## src/sv/udpf_pkg.sv

```systemverilog
// Shared types and constants for the UDP receive filter.
`default_nettype none

package udpf_pkg;

    localparam int MAX_FRAME = 2048;
    localparam int POS_W     = $clog2(MAX_FRAME + 1);

    localparam logic [15:0] ETHERTYPE_IPV4 = 16'h0800;
    localparam logic [7:0]  PROTO_UDP      = 8'd17;
    localparam logic [15:0] UDP_HDR_LEN    = 16'd8;

    localparam logic [1:0] KIND_DATA     = 2'd0;
    localparam logic [1:0] KIND_EMPTY    = 2'd1;
    localparam logic [1:0] KIND_OVERSIZE = 2'd2;
    localparam logic [1:0] KIND_TRUNC    = 2'd3;

    localparam logic [1:0] REG_LOCAL_IP    = 2'd0;
    localparam logic [1:0] REG_LOCAL_PORT  = 2'd1;
    localparam logic [1:0] REG_MAX_PAYLOAD = 2'd2;

    localparam logic [15:0] MAX_PAYLOAD_RST = 16'd2048;

    typedef struct packed {
        logic [31:0] local_ip;
        logic [15:0] local_port;
        logic [15:0] max_payload;
    } cfg_t;

    typedef struct packed {
        logic [1:0]  kind;
        logic [7:0]  payload_byte;
        logic        payload_last;
        logic [31:0] sender_ip;
        logic [15:0] sender_port;
        logic [15:0] datagram_length;
    } result_t;

endpackage

`default_nettype wire

```

## src/sv/udpf_parse.sv

```systemverilog
// Frame header parser: tracks byte position, checks headers, yields at most one result per word.
`default_nettype none

module udpf_parse (
    input  wire                 aclk,
    input  wire                 aresetn,
    input  wire                 accept,
    input  wire [7:0]           frame_byte,
    input  wire                 frame_end,
    input  udpf_pkg::cfg_t      cfg,
    output logic                res_valid,
    output udpf_pkg::result_t   res
);
    import udpf_pkg::*;

    localparam logic [1:0] PH_HEADER  = 2'd0;
    localparam logic [1:0] PH_PAYLOAD = 2'd1;
    localparam logic [1:0] PH_DISCARD = 2'd2;

    localparam logic [POS_W-1:0] P_ETH_HI  = POS_W'(12);
    localparam logic [POS_W-1:0] P_ETH_LO  = POS_W'(13);
    localparam logic [POS_W-1:0] P_PROTO   = POS_W'(23);
    localparam logic [POS_W-1:0] P_SIP_0   = POS_W'(26);
    localparam logic [POS_W-1:0] P_SIP_3   = POS_W'(29);
    localparam logic [POS_W-1:0] P_DIP_0   = POS_W'(30);
    localparam logic [POS_W-1:0] P_DIP_1   = POS_W'(31);
    localparam logic [POS_W-1:0] P_DIP_2   = POS_W'(32);
    localparam logic [POS_W-1:0] P_DIP_3   = POS_W'(33);
    localparam logic [POS_W-1:0] P_SPORT_0 = POS_W'(34);
    localparam logic [POS_W-1:0] P_SPORT_1 = POS_W'(35);
    localparam logic [POS_W-1:0] P_DPORT_0 = POS_W'(36);
    localparam logic [POS_W-1:0] P_DPORT_1 = POS_W'(37);
    localparam logic [POS_W-1:0] P_LEN_0   = POS_W'(38);
    localparam logic [POS_W-1:0] P_LEN_1   = POS_W'(39);
    localparam logic [POS_W-1:0] P_LAST    = POS_W'(41);
    localparam logic [POS_W-1:0] P_MAX     = POS_W'(MAX_FRAME);

    logic [POS_W-1:0] pos_reg, pos_next;
    logic [1:0]       phase_reg, phase_next;
    logic             match_reg, match_next;
    logic [31:0]      sip_reg, sip_next;
    logic [15:0]      sport_reg, sport_next;
    logic [15:0]      ulen_reg, ulen_next;
    logic [15:0]      remain_reg, remain_next;

    logic             in_frame;
    logic [7:0]       ref_byte;
    logic             ref_chk;
    logic [15:0]      plen;
    logic [15:0]      remain_dec;

    assign in_frame   = pos_reg < P_MAX;
    assign plen       = ulen_reg - UDP_HDR_LEN;
    assign remain_dec = remain_reg - 16'd1;

    // expected byte for the positions compared against constants or config
    always_comb begin
        ref_chk  = 1'b1;
        ref_byte = 8'd0;
        case (pos_reg)
            P_ETH_HI:  ref_byte = ETHERTYPE_IPV4[15:8];
            P_ETH_LO:  ref_byte = ETHERTYPE_IPV4[7:0];
            P_PROTO:   ref_byte = PROTO_UDP;
            P_DIP_0:   ref_byte = cfg.local_ip[31:24];
            P_DIP_1:   ref_byte = cfg.local_ip[23:16];
            P_DIP_2:   ref_byte = cfg.local_ip[15:8];
            P_DIP_3:   ref_byte = cfg.local_ip[7:0];
            P_DPORT_0: ref_byte = cfg.local_port[15:8];
            P_DPORT_1: ref_byte = cfg.local_port[7:0];
            default:   ref_chk  = 1'b0;
        endcase
    end

    always_comb begin
        pos_next    = pos_reg;
        phase_next  = phase_reg;
        match_next  = match_reg;
        sip_next    = sip_reg;
        sport_next  = sport_reg;
        ulen_next   = ulen_reg;
        remain_next = remain_reg;
        res_valid   = 1'b0;
        res.kind            = KIND_DATA;
        res.payload_byte    = 8'd0;
        res.payload_last    = 1'b1;
        res.sender_ip       = sip_reg;
        res.sender_port     = sport_reg;
        res.datagram_length = plen;

        if (accept) begin
            if (in_frame) begin
                pos_next = pos_reg + POS_W'(1);
            end
            case (phase_reg)
                PH_HEADER: begin
                    if (ref_chk && ref_byte != frame_byte) begin
                        match_next = 1'b0;
                    end
                    if (pos_reg >= P_SIP_0 && pos_reg <= P_SIP_3) begin
                        sip_next = {sip_reg[23:0], frame_byte};
                    end
                    if (pos_reg == P_SPORT_0 || pos_reg == P_SPORT_1) begin
                        sport_next = {sport_reg[7:0], frame_byte};
                    end
                    if (pos_reg == P_LEN_0 || pos_reg == P_LEN_1) begin
                        ulen_next = {ulen_reg[7:0], frame_byte};
                    end
                    if (pos_reg == P_LAST) begin
                        phase_next = PH_DISCARD;
                        if (match_reg) begin
                            if (ulen_reg < UDP_HDR_LEN || plen > cfg.max_payload) begin
                                res_valid = 1'b1;
                                res.kind  = KIND_OVERSIZE;
                            end else if (ulen_reg == UDP_HDR_LEN) begin
                                res_valid = 1'b1;
                                res.kind  = KIND_EMPTY;
                            end else begin
                                remain_next = plen;
                                if (frame_end) begin
                                    res_valid = 1'b1;
                                    res.kind  = KIND_TRUNC;
                                end else begin
                                    phase_next = PH_PAYLOAD;
                                end
                            end
                        end
                    end
                end
                PH_PAYLOAD: begin
                    if (in_frame) begin
                        remain_next      = remain_dec;
                        res_valid        = 1'b1;
                        res.payload_byte = frame_byte;
                        if (remain_dec == 16'd0) begin
                            phase_next = PH_DISCARD;
                        end else if (frame_end) begin
                            res.kind = KIND_TRUNC;
                        end else begin
                            res.payload_last = 1'b0;
                        end
                    end else if (frame_end) begin
                        res_valid = 1'b1;
                        res.kind  = KIND_TRUNC;
                    end
                end
                default: ;
            endcase
            if (frame_end) begin
                pos_next   = '0;
                phase_next = PH_HEADER;
                match_next = 1'b1;
            end
        end
    end

    always_ff @(posedge aclk) begin
        if (!aresetn) begin
            pos_reg    <= '0;
            phase_reg  <= PH_HEADER;
            match_reg  <= 1'b1;
            sip_reg    <= '0;
            sport_reg  <= '0;
            ulen_reg   <= '0;
            remain_reg <= '0;
        end else begin
            pos_reg    <= pos_next;
            phase_reg  <= phase_next;
            match_reg  <= match_next;
            sip_reg    <= sip_next;
            sport_reg  <= sport_next;
            ulen_reg   <= ulen_next;
            remain_reg <= remain_next;
        end
    end

endmodule

`default_nettype wire

```

## src/sv/udp_receive_filter.sv

```systemverilog
// Top level of the UDP receive filter: config registers, parser and output buffer.
// Each result is registered in the output stage, or in the skid entry while the output word is held.
// One frame word per cycle while s_ready is high; s_ready drops while the skid entry is full.
// A two-entry output buffer keeps s_ready high while one result waits on m_ready.
// Reset (aresetn low, synchronous) clears position, phase and buffer valids and
// returns the config registers to their defaults (max_payload 2048, others 0).
`default_nettype none

module udp_receive_filter (
    input  wire         aclk,
    input  wire         aresetn,
    input  wire         psel,
    input  wire         penable,
    input  wire         pwrite,
    input  wire  [3:0]  paddr,
    input  wire  [31:0] pwdata,
    output logic [31:0] prdata,
    output logic        pready,
    input  wire         s_valid,
    output logic        s_ready,
    input  wire  [7:0]  s_frame_byte,
    input  wire         s_frame_end,
    output logic        m_valid,
    input  wire         m_ready,
    output logic [1:0]  m_kind,
    output logic [7:0]  m_payload_byte,
    output logic        m_payload_last,
    output logic [31:0] m_sender_ip,
    output logic [15:0] m_sender_port,
    output logic [15:0] m_datagram_length
);
    import udpf_pkg::*;

    cfg_t    cfg_reg;
    logic    accept;
    logic    res_valid;
    result_t res;

    logic    out_valid_reg, skid_valid_reg;
    result_t out_reg, skid_reg;
    logic    pop;

    assign pready = 1'b1;

    always_ff @(posedge aclk) begin
        if (!aresetn) begin
            cfg_reg.local_ip    <= '0;
            cfg_reg.local_port  <= '0;
            cfg_reg.max_payload <= MAX_PAYLOAD_RST;
        end else if (psel && penable && pwrite) begin
            case (paddr[3:2])
                REG_LOCAL_IP:    cfg_reg.local_ip    <= pwdata;
                REG_LOCAL_PORT:  cfg_reg.local_port  <= pwdata[15:0];
                REG_MAX_PAYLOAD: cfg_reg.max_payload <= pwdata[15:0];
                default: ;
            endcase
        end
    end

    always_comb begin
        case (paddr[3:2])
            REG_LOCAL_IP:    prdata = cfg_reg.local_ip;
            REG_LOCAL_PORT:  prdata = {16'd0, cfg_reg.local_port};
            REG_MAX_PAYLOAD: prdata = {16'd0, cfg_reg.max_payload};
            default:         prdata = 32'd0;
        endcase
    end

    assign s_ready = !skid_valid_reg;
    assign accept  = s_valid && s_ready;
    assign pop     = out_valid_reg && m_ready;

    udpf_parse u_parse (
        .aclk       (aclk),
        .aresetn    (aresetn),
        .accept     (accept),
        .frame_byte (s_frame_byte),
        .frame_end  (s_frame_end),
        .cfg        (cfg_reg),
        .res_valid  (res_valid),
        .res        (res)
    );

    // skid entry is only filled while the output word is held, and drains first
    always_ff @(posedge aclk) begin
        if (!aresetn) begin
            out_valid_reg  <= 1'b0;
            skid_valid_reg <= 1'b0;
        end else if (skid_valid_reg) begin
            if (pop) begin
                out_reg        <= skid_reg;
                skid_valid_reg <= 1'b0;
            end
        end else if (!out_valid_reg || pop) begin
            out_valid_reg <= res_valid;
            out_reg       <= res;
        end else if (res_valid) begin
            skid_valid_reg <= 1'b1;
            skid_reg       <= res;
        end
    end

    assign m_valid           = out_valid_reg;
    assign m_kind            = out_reg.kind;
    assign m_payload_byte    = out_reg.payload_byte;
    assign m_payload_last    = out_reg.payload_last;
    assign m_sender_ip       = out_reg.sender_ip;
    assign m_sender_port     = out_reg.sender_port;
    assign m_datagram_length = out_reg.datagram_length;

    a_skid_behind_out: assert property (@(posedge aclk) disable iff (!aresetn)
        skid_valid_reg |-> out_valid_reg)
        else $error("skid word held with empty output stage");

    a_out_held: assert property (@(posedge aclk) disable iff (!aresetn)
        (out_valid_reg && !m_ready) |=> (out_valid_reg && $stable(out_reg)))
        else $error("stalled output word lost or changed");

    a_status_last: assert property (@(posedge aclk) disable iff (!aresetn)
        (out_valid_reg && out_reg.kind != KIND_DATA) |-> out_reg.payload_last)
        else $error("status word without last mark");

    a_skid_fill: assert property (@(posedge aclk) disable iff (!aresetn)
        (!skid_valid_reg && out_valid_reg && !m_ready && res_valid) |=> skid_valid_reg)
        else $error("result dropped while output stalled");

endmodule

`default_nettype wire

```

## config.mk

```make
export PLATFORM = sky130hd
export DESIGN_NAME = udp_receive_filter
export DESIGN_NICKNAME = d
export VERILOG_FILES = /design/src/sv/udpf_pkg.sv /design/src/sv/udpf_parse.sv /design/src/sv/udp_receive_filter.sv
export SDC_FILE = /design/constraint.sdc
export NUM_CORES = 1
export LEC_CHECK = 0
export ABC_AREA = 1
export ABC_CLOCK_PERIOD_IN_PS = 8890
export BUFFER_PORTS_ARGS = -buffer_cell sky130_fd_sc_hd__buf_2
export CAP_MARGIN = 20
export CORE_UTILIZATION = 30
export CTS_CLUSTER_DIAMETER = 60
export DETAILED_ROUTE_END_ITERATION = 6
export PLACE_DENSITY_LB_ADDON = 0.3
export SLEW_MARGIN = 25
export SYNTH_ARGS = -nofsm -noshare
export SYNTH_HDL_FRONTEND = slang
export SYNTH_SLANG_ARGS = --single-unit
```

## constraint.sdc

```tcl
create_clock -name aclk -period 8.89 [get_ports aclk]
set_input_delay 0.889 -clock aclk [delete_from_list [all_inputs] [get_ports aclk]]
set_output_delay 0.889 -clock aclk [all_outputs]
set_load 0.01 [all_outputs]
```

==> flow_metrics.env, run 1 <==
export IMPL_drt_vias_per_instance=4.75
export IMPL_async_flop_share=0
export IMPL_clockBufferDepth=3
export IMPL_worstPathBufferInverterCount=4
export IMPL_max_stage_delay_ns=0.58
export IMPL_ys_types=44
export IMPL_synth_area_leader_cell="edfxtp_1"
export IMPL_cts_root_buf="clkbuf_16"
export IMPL_slew_violations=0
export IMPL_fp_dieW_um=218
export IMPL_synth_simple_area_share=0.198
export IMPL_fillerInstances=4654
export IMPL_r2r_slack_ns=4.66
export IMPL_slew_headroom=0.375
export IMPL_vdd_drop_max_mv=0.107
export IMPL_largest_register_ffs=75
export IMPL_initial_core_util=0.307
export IMPL_dr_pass1_iters=5
export IMPL_startpoint_type="flop"
export IMPL_avgSynthCellArea_um2=8.63
export IMPL_synth_top_family_by_area="simple AND/OR/NAND/NOR gates"
export IMPL_period_needed_ns=4.23
export IMPL_grt_setup_unrepaired="no"
export IMPL_fmax_mhz=236
export IMPL_setup_tns_final_ns=0
export IMPL_hold_viol=0
export IMPL_wirelength_mm=39.1
export IMPL_wl_per_cell_um=16.3
export IMPL_place_congestion=0.859
export IMPL_critPathKind="flop to flop"
export IMPL_port_buffers=158
export IMPL_endpoint_kind="flop"
export IMPL_synth_top_area_frac=0.322
export IMPL_route_detailed_drc=0
export IMPL_syn_inst=1623
export IMPL_hold_path_class="flop to flop"
export IMPL_ioPinCount=162
export IMPL_synth_flop_cell="dfxtp_1"
export IMPL_die_area_um2=47600
export IMPL_timing_rr_end="skid_reg[33]$_DFFE_PP_"
export IMPL_synthXorXnorAreaFrac=0.00813
export IMPL_cp_max_fo=75
export IMPL_cts_sinks=311
export IMPL_drtIter0Drc=877
export IMPL_synth_fp_nets=1698
export IMPL_status="finished, final reports clean"
export IMPL_clk_pin_slew_ns=0.06
export IMPL_synth_seq_area_share=0.552
export IMPL_clk_latency_ns=0.57
export IMPL_endpoint="skid_reg[33]$_DFFE_PP_"
export IMPL_cts_buffers=40
export IMPL_final_util=0.366
export IMPL_antenna_found_initial=1
export IMPL_holdWs_ns=0.431
export IMPL_crit_family="simple AND/OR/NAND/NOR gates"
export IMPL_required_ns=9.05
export IMPL_crit_cells=20
export IMPL_hpwlAfterDp_mm=26.9
export IMPL_muxShareOfSynthArea=0
export IMPL_setup_worst_path_start="u_parse.ulen_reg[3]$_SDFFE_PN0P_"
export IMPL_cp_cell_sequence="inv_1 -> ha_1 -> nand3_1 -> inv_1 -> nand2_1 -> nor2_1 -> nand3_1 -> xor2_1 -> ha_1 -> nand4_1 -> nor2_1 -> nand2_1 -> nand2_1 -> nand2_1 -> nand2_1 -> o21ai_0 -> nand2_1 -> nand4_1 -> inv_2 -> buf_6"
export IMPL_ctsHoldBuffers=0
export IMPL_dr_total_vias=11400
export IMPL_ys_ff_latch=311
export IMPL_cts_tree="built"
export IMPL_finalPower_uw=3380
export IMPL_ys_warn_count=0
export IMPL_layout_common_cells="nand2_1, inv_1, nor2_1"
export IMPL_p_leak_uw=0.00674
export IMPL_synth_area_leaders="edfxtp_1, dfxtp_1, nand2_1"
export IMPL_grt_max_degree=113
export IMPL_diodes=0
export IMPL_finalSetupViolations=0
export IMPL_finalCritPeriodShare=0.476
export IMPL_timing_rr_start="u_parse.ulen_reg[3]$_SDFFE_PN0P_"
export IMPL_multi_input_area_um2=5250
export IMPL_grt_usage=0.165
export IMPL_r2r_cells=20
export IMPL_rows=78
export IMPL_synth_compound_area_frac=0.147
export IMPL_grt_pass1_wl_mm=60.9
export IMPL_skew_ns=0.0366
export IMPL_max_cap_violations=0
export IMPL_drive_gt1_frac=0.167
export IMPL_htreeDepth=2
export IMPL_overflow=0
export IMPL_ant_nets=0
export IMPL_final_common_cell="nand2_1"
export IMPL_postCtsResizedCells=0
export IMPL_syn_to_final_growth_pct=19.4
export IMPL_powerDensity_nw_per_um2=202
export IMPL_tightest_slew_ns=0.938
export IMPL_cts_setup_buffers=0
export IMPL_die_height_um=218
export IMPL_seq_area_um2=7730
export IMPL_syn_area_um2=14000
export IMPL_fin_nets=1841
export IMPL_synth_edf_count=150
export IMPL_critPathMostFrequentCell="nand2_1"
export IMPL_core_area_um2=45700
export IMPL_arrival_ns=4.39
export IMPL_grt_pass1_vias=10600
export IMPL_cpMaxStageDelayCell="buf_6"
export IMPL_yosys_area_share_adder=0.0205
-- layer usage --
layer | share of wire | up-vias | GRT usage
met5 | 0 | - | 0
met4 | 0.016 | 0 | 0.0406
met1 | 0.49 | 5288 | 0.240
li1 | - | 5692 | -
met3 | 0.073 | 44 | 0.0381
met2 | 0.42 | 373 | 0.244
-- metrics by stage --
stage,setup WS (ns),cell area (um^2),cells
after floorplan,1.98,14000,1623
after global placement,4.45,15300,2323
after detailed placement,4.37,15300,2323
final,4.66,16700,2398
after global routing,4.10,16700,2398
after CTS,4.31,16700,2397
-- area by class of cell --
class	count	share of cell area
flip-flops and latches	311	0.462
multi-input cells	1053	0.314
clock buffers	51	0.0660
repair buffers	170	0.0540
well taps	600	0.0449
inverters	190	0.0426
clock inverters	23	0.0165
-- kinds of logic (layout without fill, tap and decap cells) --
logic type | Yosys count | count (layout)
and+or+nand+nor | 641 | 641
AOI/OAI and AO/OA | 375 | 375
DFF | 311 | 311
buffers and inverters | 259 | 434
adders and majority gates | 23 | 23
xor gates and xnor gates | 13 | 13
other | 1 | 1
-- cell usage after synthesis (5+ instances only) --
master / n
nand4_1: 10
inv_1: 184
dfxtp_1: 161
nor2_1: 171
buf_2: 7
o21ai_1: 35
clkbuf_1: 48
nor3_1: 17
nand2_2: 7
inv_2: 5
a21oi_1: 108
o211ai_1: 13
o21ai_0: 170
a21o_1: 8
edfxtp_1: 150
buf_6: 8
nand2_1: 322
nand3_1: 86
nor2_2: 11
ha_1: 23
a21oi_2: 21
buf_1: 5
xor2_1: 13
-- worst min-delay path by stage --
stage	startpoint	cells after the start	end
2_1_floorplan	u_parse.sport_reg[8]$_SDFFE_PN0P_	0	skid_reg[24]$_DFFE_PP_
3_3_place_gp	u_parse.sport_reg[9]$_SDFFE_PN0P_	0	skid_reg[25]$_DFFE_PP_
3_5_place_dp	u_parse.sport_reg[9]$_SDFFE_PN0P_	0	skid_reg[25]$_DFFE_PP_
4_1_cts	u_parse.sport_reg[13]$_SDFFE_PN0P_	0	skid_reg[29]$_DFFE_PP_
5_1_grt	u_parse.sport_reg[9]$_SDFFE_PN0P_	0	skid_reg[25]$_DFFE_PP_
6_report	u_parse.sport_reg[8]$_SDFFE_PN0P_	0	skid_reg[24]$_DFFE_PP_
-- power by group --
group,internal (uW),total [uW],switching (uW)
Sequential,1520,1530,11.5
Clock,1010,1670,658
Combinational,54.2,184,129
No activity file was read; power rests on OpenSTA's default activity.
==> inputs of run 2 (changes only) <==
Settings changed: ABC_AREA 1 to 0, ABC_CLOCK_PERIOD_IN_PS 8890 to 4100.
Clock period 8.89 ns to 4.1 ns, I/O delays scaled along.
==> run 2 against run 1 <==
Clock power rose by 93%. Sequential cell count unchanged. Non-clock buffer count up 33. Combinational power increased by 15%. Clock-buffer cell count decreased by 4. Fmax up 8.3%. Global-route usage down 0.15 points. Area after synthesis is 1.3% lower. Critical path depth fell by 4. Via count down 4.9%. Largest cell class unchanged. Worst hold slack got worse by 0.33 ns.
==> flow_metrics.env, run 2 <==
export IMPL_power_switching_uw=1540
export IMPL_htreeDepth=2
export IMPL_setup_slack_ns=0.193
export IMPL_fmax_mhz=256
export IMPL_drtIter0Drc=722
export IMPL_wirelength_mm=38.8
export IMPL_synth_flop_cell="dfxtp_1"
export IMPL_arrival_ns=4.22
export IMPL_status="finished, final reports clean"
export IMPL_final_common_cell="nand2_1"
export IMPL_powerDensity_nw_per_um2=399
export IMPL_place_congestion=0.884
export IMPL_ioPinCount=162
export IMPL_syn_to_final_growth_pct=21.8
export IMPL_finalCritPeriodShare=0.953
export IMPL_critPathKind="flop to flop"
export IMPL_grt_usage=0.164
export IMPL_hold_path_class="primary input to flop"
export IMPL_hp_start="pwdata[16]"
export IMPL_grt_max_degree=80
export IMPL_ys_ff_latch=311
export IMPL_power_share_clock=0.480
export IMPL_multi_input_area_um2=5800
export IMPL_clk_pin_slew_ns=0.06
export IMPL_synth_top_area_frac=0.326
export IMPL_grt_pass1_vias=10400
export IMPL_cp_max_fo=10
export IMPL_wl_per_cell_um=17.8
export IMPL_synth_fp_nets=1470
export IMPL_fillerInstances=4548
export IMPL_fin_nets=1623
export IMPL_power_frac_comb=0.032
export IMPL_async_flop_share=0
export IMPL_synth_area_leader_cell="edfxtp_1"
export IMPL_drive_gt1_frac=0.235
export IMPL_p_int_uw=5170
export IMPL_slew_violations=0
export IMPL_ant_nets=0
export IMPL_grt_pass1_wl_mm=59.7
export IMPL_rows=78
export IMPL_r2r_cells=16
export IMPL_initial_core_util=0.305
export IMPL_core_area_um2=45400
export IMPL_seq_area_um2=7730
export IMPL_fp_dieW_um=217
export IMPL_overflow=0
export IMPL_required_ns=4.42
export IMPL_ctsHoldBuffers=0
export IMPL_r2r_slack_ns=0.19
export IMPL_max_cap_violations=0
export IMPL_syn_inst=1395
export IMPL_drt_vias_per_instance=4.97
export IMPL_cts_buffers=39
export IMPL_diodes=0
export IMPL_cts_tree="built"
export IMPL_place_ws_ns=0.103
export IMPL_largest_register_ffs=75
export IMPL_clockBufferDepth=3
export IMPL_timing_rr_end="skid_reg[46]$_DFFE_PP_"
export IMPL_holdWs_ns=0.0965
export IMPL_setup_worst_path_start="u_parse.ulen_reg[3]$_SDFFE_PN0P_"
export IMPL_layout_common_cells="nand2_1, dfxtp_1, buf_2"
export IMPL_synth_area_leaders="edfxtp_1, dfxtp_1, nand2_1"
export IMPL_finalSetupViolations=0
export IMPL_yosysMostFrequentCell="nand2_1"
export IMPL_antenna_found_initial=0
export IMPL_slew_headroom=0.363
export IMPL_synth_seq_area_share=0.559
export IMPL_period_needed_ns=3.91
export IMPL_tightest_slew_ns=0.955
export IMPL_hpwlAfterDp_mm=26.5
export IMPL_cts_sinks=311
export IMPL_route_detailed_drc=0
export IMPL_clk_latency_ns=0.55
export IMPL_vdd_drop_max_mv=0.233
export IMPL_pwr_share_seq=0.489
export IMPL_skew_ns=0.0194
export IMPL_cts_root_buf="clkbuf_16"
export IMPL_finalPower_uw=6710
export IMPL_p_leak_uw=0.00618
export IMPL_synthTopCellsByCount="nand2_1, dfxtp_1, a21oi_1, edfxtp_1, clkbuf_1"
export IMPL_startpoint_type="flop"
export IMPL_syn_area_um2=13800
export IMPL_dr_total_vias=10800
export IMPL_switching_share=0.229
export IMPL_dr_pass1_iters=5
export IMPL_hold_viol=0
export IMPL_avgSynthCellArea_um2=9.91
export IMPL_timing_rr_start="u_parse.ulen_reg[3]$_SDFFE_PN0P_"
export IMPL_die_height_um=217
export IMPL_endpoint_kind="flop"
export IMPL_endpoint="skid_reg[46]$_DFFE_PP_"
export IMPL_die_area_um2=46900
export IMPL_ys_types=74
export IMPL_ys_warn_count=0
export IMPL_port_buffers=158
export IMPL_synth_edf_count=150
## run 2: area by class of cell
cell class,instances,share of cell area
tap,600,0.0446
sequential,311,0.459
inverter,29,0.00676
timing repair buffer,203,0.0732
clock buffer,47,0.0622
multi-input combinational,964,0.344
clock inverter,25,0.00981
## run 2: how the worst min path moves through the flow
stage / depth (start not counted) / to / slack [ns]
final: 3 / cfg_reg[48]$_SDFFE_PN0P_ / 0.1
after global routing: 3 / cfg_reg[53]$_SDFFE_PN0P_ / 0.10
after CTS: 3 / cfg_reg[48]$_SDFFE_PN0P_ / 0.06
after detailed placement: 0 / skid_reg[60]$_DFFE_PP_ / 0.44
after global placement: 0 / skid_reg[62]$_DFFE_PP_ / 0.44
after floorplan: 0 / skid_reg[24]$_DFFE_PP_ / 0.43
## run 2: through the flow
stage | utilization | std cells | setup TNS [ns] | instance area (um^2)
global placement | 0.341 | 2099 | 0 | 15500
floorplan | - | 1395 | -108.36 | 13900
detailed placement | 0.341 | 2099 | 0 | 15500
finish | 0.371 | 2179 | 0 | 16800
global route | 0.371 | 2179 | -0.587 | 16800
CTS | 0.368 | 2171 | 0 | 16700
## run 2: power groups by stage
stage          clock (uW)  combinational [uW]  sequential [uW]
2_1_floorplan           0                88.9             3360
3_3_place_gp            0                 213             3350
3_5_place_dp            0                 213             3350
4_1_cts              3310                 214             3280
5_1_grt              3420                 231             3280
6_report             3220                 212             3280
## run 2: routing by layer
layer  track usage  vias up  wire length [um]
met3        0.0262       61              2170
met5             0        -                 0
li1              -     5235                 -
met4        0.0582        0              1020
met1         0.230     5213             18200
met2         0.253      325             17400
## run 2: worst max-delay path, cell delays in order, from the launching register on
cell and delay, ns:
dfxtp_4 0.38, inv_4 0.08, ha_4 0.14, or4b_4 0.50, nor3_2 0.24, xor2_2 0.24, ha_1 0.29, nand4_1 0.20
o22ai_1 0.10, a211o_1 0.29, o31ai_4 0.29, nand2_1 0.15, a21oi_4 0.23, nor4_4 0.07, buf_4 0.18, clkbuf_16 0.16
buf_12 0.14
## run 2: cells by family (layout without fill, tap and decap cells)
family                   count (synthesis)  after routing  synth area share
AND/OR/NAND/NOR                        546            546             0.179
flip-flops                             311            311             0.559
AO/OA/AOI/OAI                          278            278             0.119
buffers and inverters                  120            304            0.0344
multiplexers                            87             87            0.0688
XOR/XNOR                                29             29            0.0184
adder cells (fa/ha/maj)                 23             23            0.0208
other                                    1              1          0.000271
## run 2: timing repair
action / CTS / global route
gates resized for setup: 0 / 11
endpoints found under the setup margin: 0 / 70
setup buffers: 0 / 7
==> inputs of run 3 (changes only) <==
==> constraint.sdc (replaced) <==
create_clock -name aclk -period 4.1 [get_ports aclk]
set_input_delay 0.205 -clock aclk [delete_from_list [all_inputs] [get_ports aclk]]
set_output_delay 0.205 -clock aclk [all_outputs]
set_load 0.01 [all_outputs]
==> run 3 against run 2 <==
Global-route usage increased by 0.22 points. Die area unchanged. Fmax rose by 0.14%. Via count up 1.2%. Register-to-register slack barely moved. First-iteration DRC count down 12%. Critical path type unchanged. Critical endpoint is now skid_reg[25]$_DFFE_PP_. Largest cell class unchanged.
==> flow_metrics.env, run 3 (synthesis results as in run 2) <==
export IMPL_cp_max_fo=16
export IMPL_finalCritPeriodShare=0.951
export IMPL_met2_length_mm=17.6
export IMPL_arrival_ns=4.21
export IMPL_dr_pass1_iters=5
export IMPL_fp_dieW_um=217
export IMPL_hold_viol=0
export IMPL_setup_slack_ns=0.199
export IMPL_slew_violations=0
export IMPL_final_common_cell="nand2_1"
export IMPL_rows=78
export IMPL_overflow=0
export IMPL_drtIter0Drc=633
export IMPL_tightest_slew_ns=0.916
export IMPL_fin_nets=1653
export IMPL_cp_cell_sequence="inv_4 -> ha_4 -> or4b_4 -> nor4_2 -> xor2_1 -> ha_1 -> a21oi_1 -> o22ai_1 -> a211o_1 -> o31ai_2 -> nand2_1 -> a21oi_4 -> nor4_4 -> buf_12 -> buf_12"
export IMPL_diodes=0
export IMPL_antenna_found_initial=0
export IMPL_grt_usage=0.166
export IMPL_crit_family="compound AO/OA/AOI/OAI gates"
export IMPL_cpMaxStageDelayCell="or4b_4"
export IMPL_period_needed_ns=3.90
export IMPL_p_leak_uw=0.00632
export IMPL_max_stage_delay_ns=0.50
export IMPL_cts_buffers=40
export IMPL_drt_vias_per_instance=4.96
export IMPL_holdWs_ns=0.0303
export IMPL_routed_top_layer="met4"
export IMPL_drt_met1_wl_mm=18.3
export IMPL_grt_pass1_vias=10400
export IMPL_powerDensity_nw_per_um2=405
export IMPL_syn_to_final_growth_pct=24.3
export IMPL_largest_register_ffs=75
export IMPL_required_ns=4.41
export IMPL_grt_pass1_wl_mm=60.5
export IMPL_finalSetupViolations=0
export IMPL_cts_sinks=311
export IMPL_startpoint_type="flop"
export IMPL_clk_pin_slew_ns=0.06
export IMPL_worstPathBufferInverterCount=3
export IMPL_clockBufferDepth=3
export IMPL_fmax_mhz=256
export IMPL_core_area_um2=45400
export IMPL_critPathMostFrequentCell="buf_12"
export IMPL_place_congestion=0.916
export IMPL_max_cap_violations=0
export IMPL_place_ws_ns=0.0632
export IMPL_met3_wirelength_mm=2.30
export IMPL_grt_setup_unrepaired="no"
export IMPL_slew_headroom=0.390
export IMPL_dr_total_vias=11000
export IMPL_skew_ns=0.0145
export IMPL_endpoint_kind="flop"
export IMPL_route_detailed_drc=0
export IMPL_htreeDepth=2
export IMPL_critPathKind="flop to flop"
export IMPL_grt_max_degree=79
export IMPL_cts_root_buf="clkbuf_16"
export IMPL_wl_per_cell_um=17.7
export IMPL_die_area_um2=46900
export IMPL_vdd_drop_max_mv=0.286
export IMPL_ant_nets=0
export IMPL_finalPower_uw=6970
export IMPL_layout_common_cells="nand2_1, dfxtp_1, buf_2"
export IMPL_wirelength_mm=39.2
export IMPL_port_buffers=158
export IMPL_die_height_um=217
export IMPL_hold_path_class="primary input to flop"
export IMPL_hpwlAfterDp_mm=26.5
export IMPL_ioPinCount=162
export IMPL_initial_core_util=0.305
export IMPL_drive_gt1_frac=0.223
export IMPL_cts_tree="built"
export IMPL_clk_latency_ns=0.55
export IMPL_status="finished, final reports clean"
-- run 3: cell types whose count changed in the layout (fill, tap and decap cells not counted), moves of 2 or more --
| cell | delta |
|---|---|
| clkinv_4 | -3 |
| bufinv_16 | +3 |
| clkinv_8 | +2 |
| clkbuf_1 | +2 |
| clkinv_2 | -3 |
| dlygate4sd3_1 | +38 |
| inv_8 | +2 |
| buf_4 | -8 |
-- run 3: path summary, 6_finish.rpt --
kind | slack [ns] | end | startpoint | cells past startpoint
setup / recovery | 0.20 | skid_reg[25]$_DFFE_PP_ | u_parse.ulen_reg[3]$_SDFFE_PN0P_ | 15
hold / removal | 0.03 | u_parse.sip_reg[6]$_SDFFE_PN0P_ | s_frame_byte[6] | 3
setup reg to reg | 0.20 | skid_reg[25]$_DFFE_PP_ | u_parse.ulen_reg[3]$_SDFFE_PN0P_ | 15
hold reg to reg | 0.45 | skid_reg[31]$_DFFE_PP_ | u_parse.sport_reg[15]$_SDFFE_PN0P_ | 0
-- run 3: where the power goes --
part           switching (uW)  internal (uW)  leakage [uW]
registers                15.7           3270       0.00276
logic                     154           86.0       0.00292
clock network            1410           2040      0.000636
total                    1580           5390       0.00632
-- run 3: layer usage --
metal,GRT usage,vias to the layer above
met2,0.253,330
li1,-,5303
met3,0.0303,63
met1,0.235,5263
met5,0,-
met4,0.0554,0
-- run 3: what timing repair did --
item / CTS / global route
buffers inserted: 0 / 1
gates resized for setup: 0 / 5
hold buffers: 38 / 0
hold endpoints to repair: 78 / 0
setup endpoints to repair: 0 / 75
-- run 3: worst min-delay path, stage by stage --
cell and delay, ns:
buf_2 0.18, nand2_1 0.09, a21oi_1 0.06
-- run 3: metrics by stage --
stage / std cells / area [um^2] / util / setup TNS [ns]
finish: 2209 / 17200 / 0.379 / 0
global route: 2209 / 17200 / 0.379 / 0
CTS: 2208 / 17100 / 0.378 / 0
detailed placement: 2097 / 15500 / 0.340 / 0
global placement: 2097 / 15500 / 0.340 / 0
floorplan: 1395 / 13900 / - / -108.36
-- run 3: area by class of cell --
cell class | instances | area (um^2)
clock buffers | 48 | 1040
clock inverters | 25 | 265
fillers | 4502 | 28200
inverters | 29 | 114
multi-input cells | 964 | 5750
flip-flops and latches | 311 | 7730
well taps | 600 | 751
repair buffers | 232 | 1530
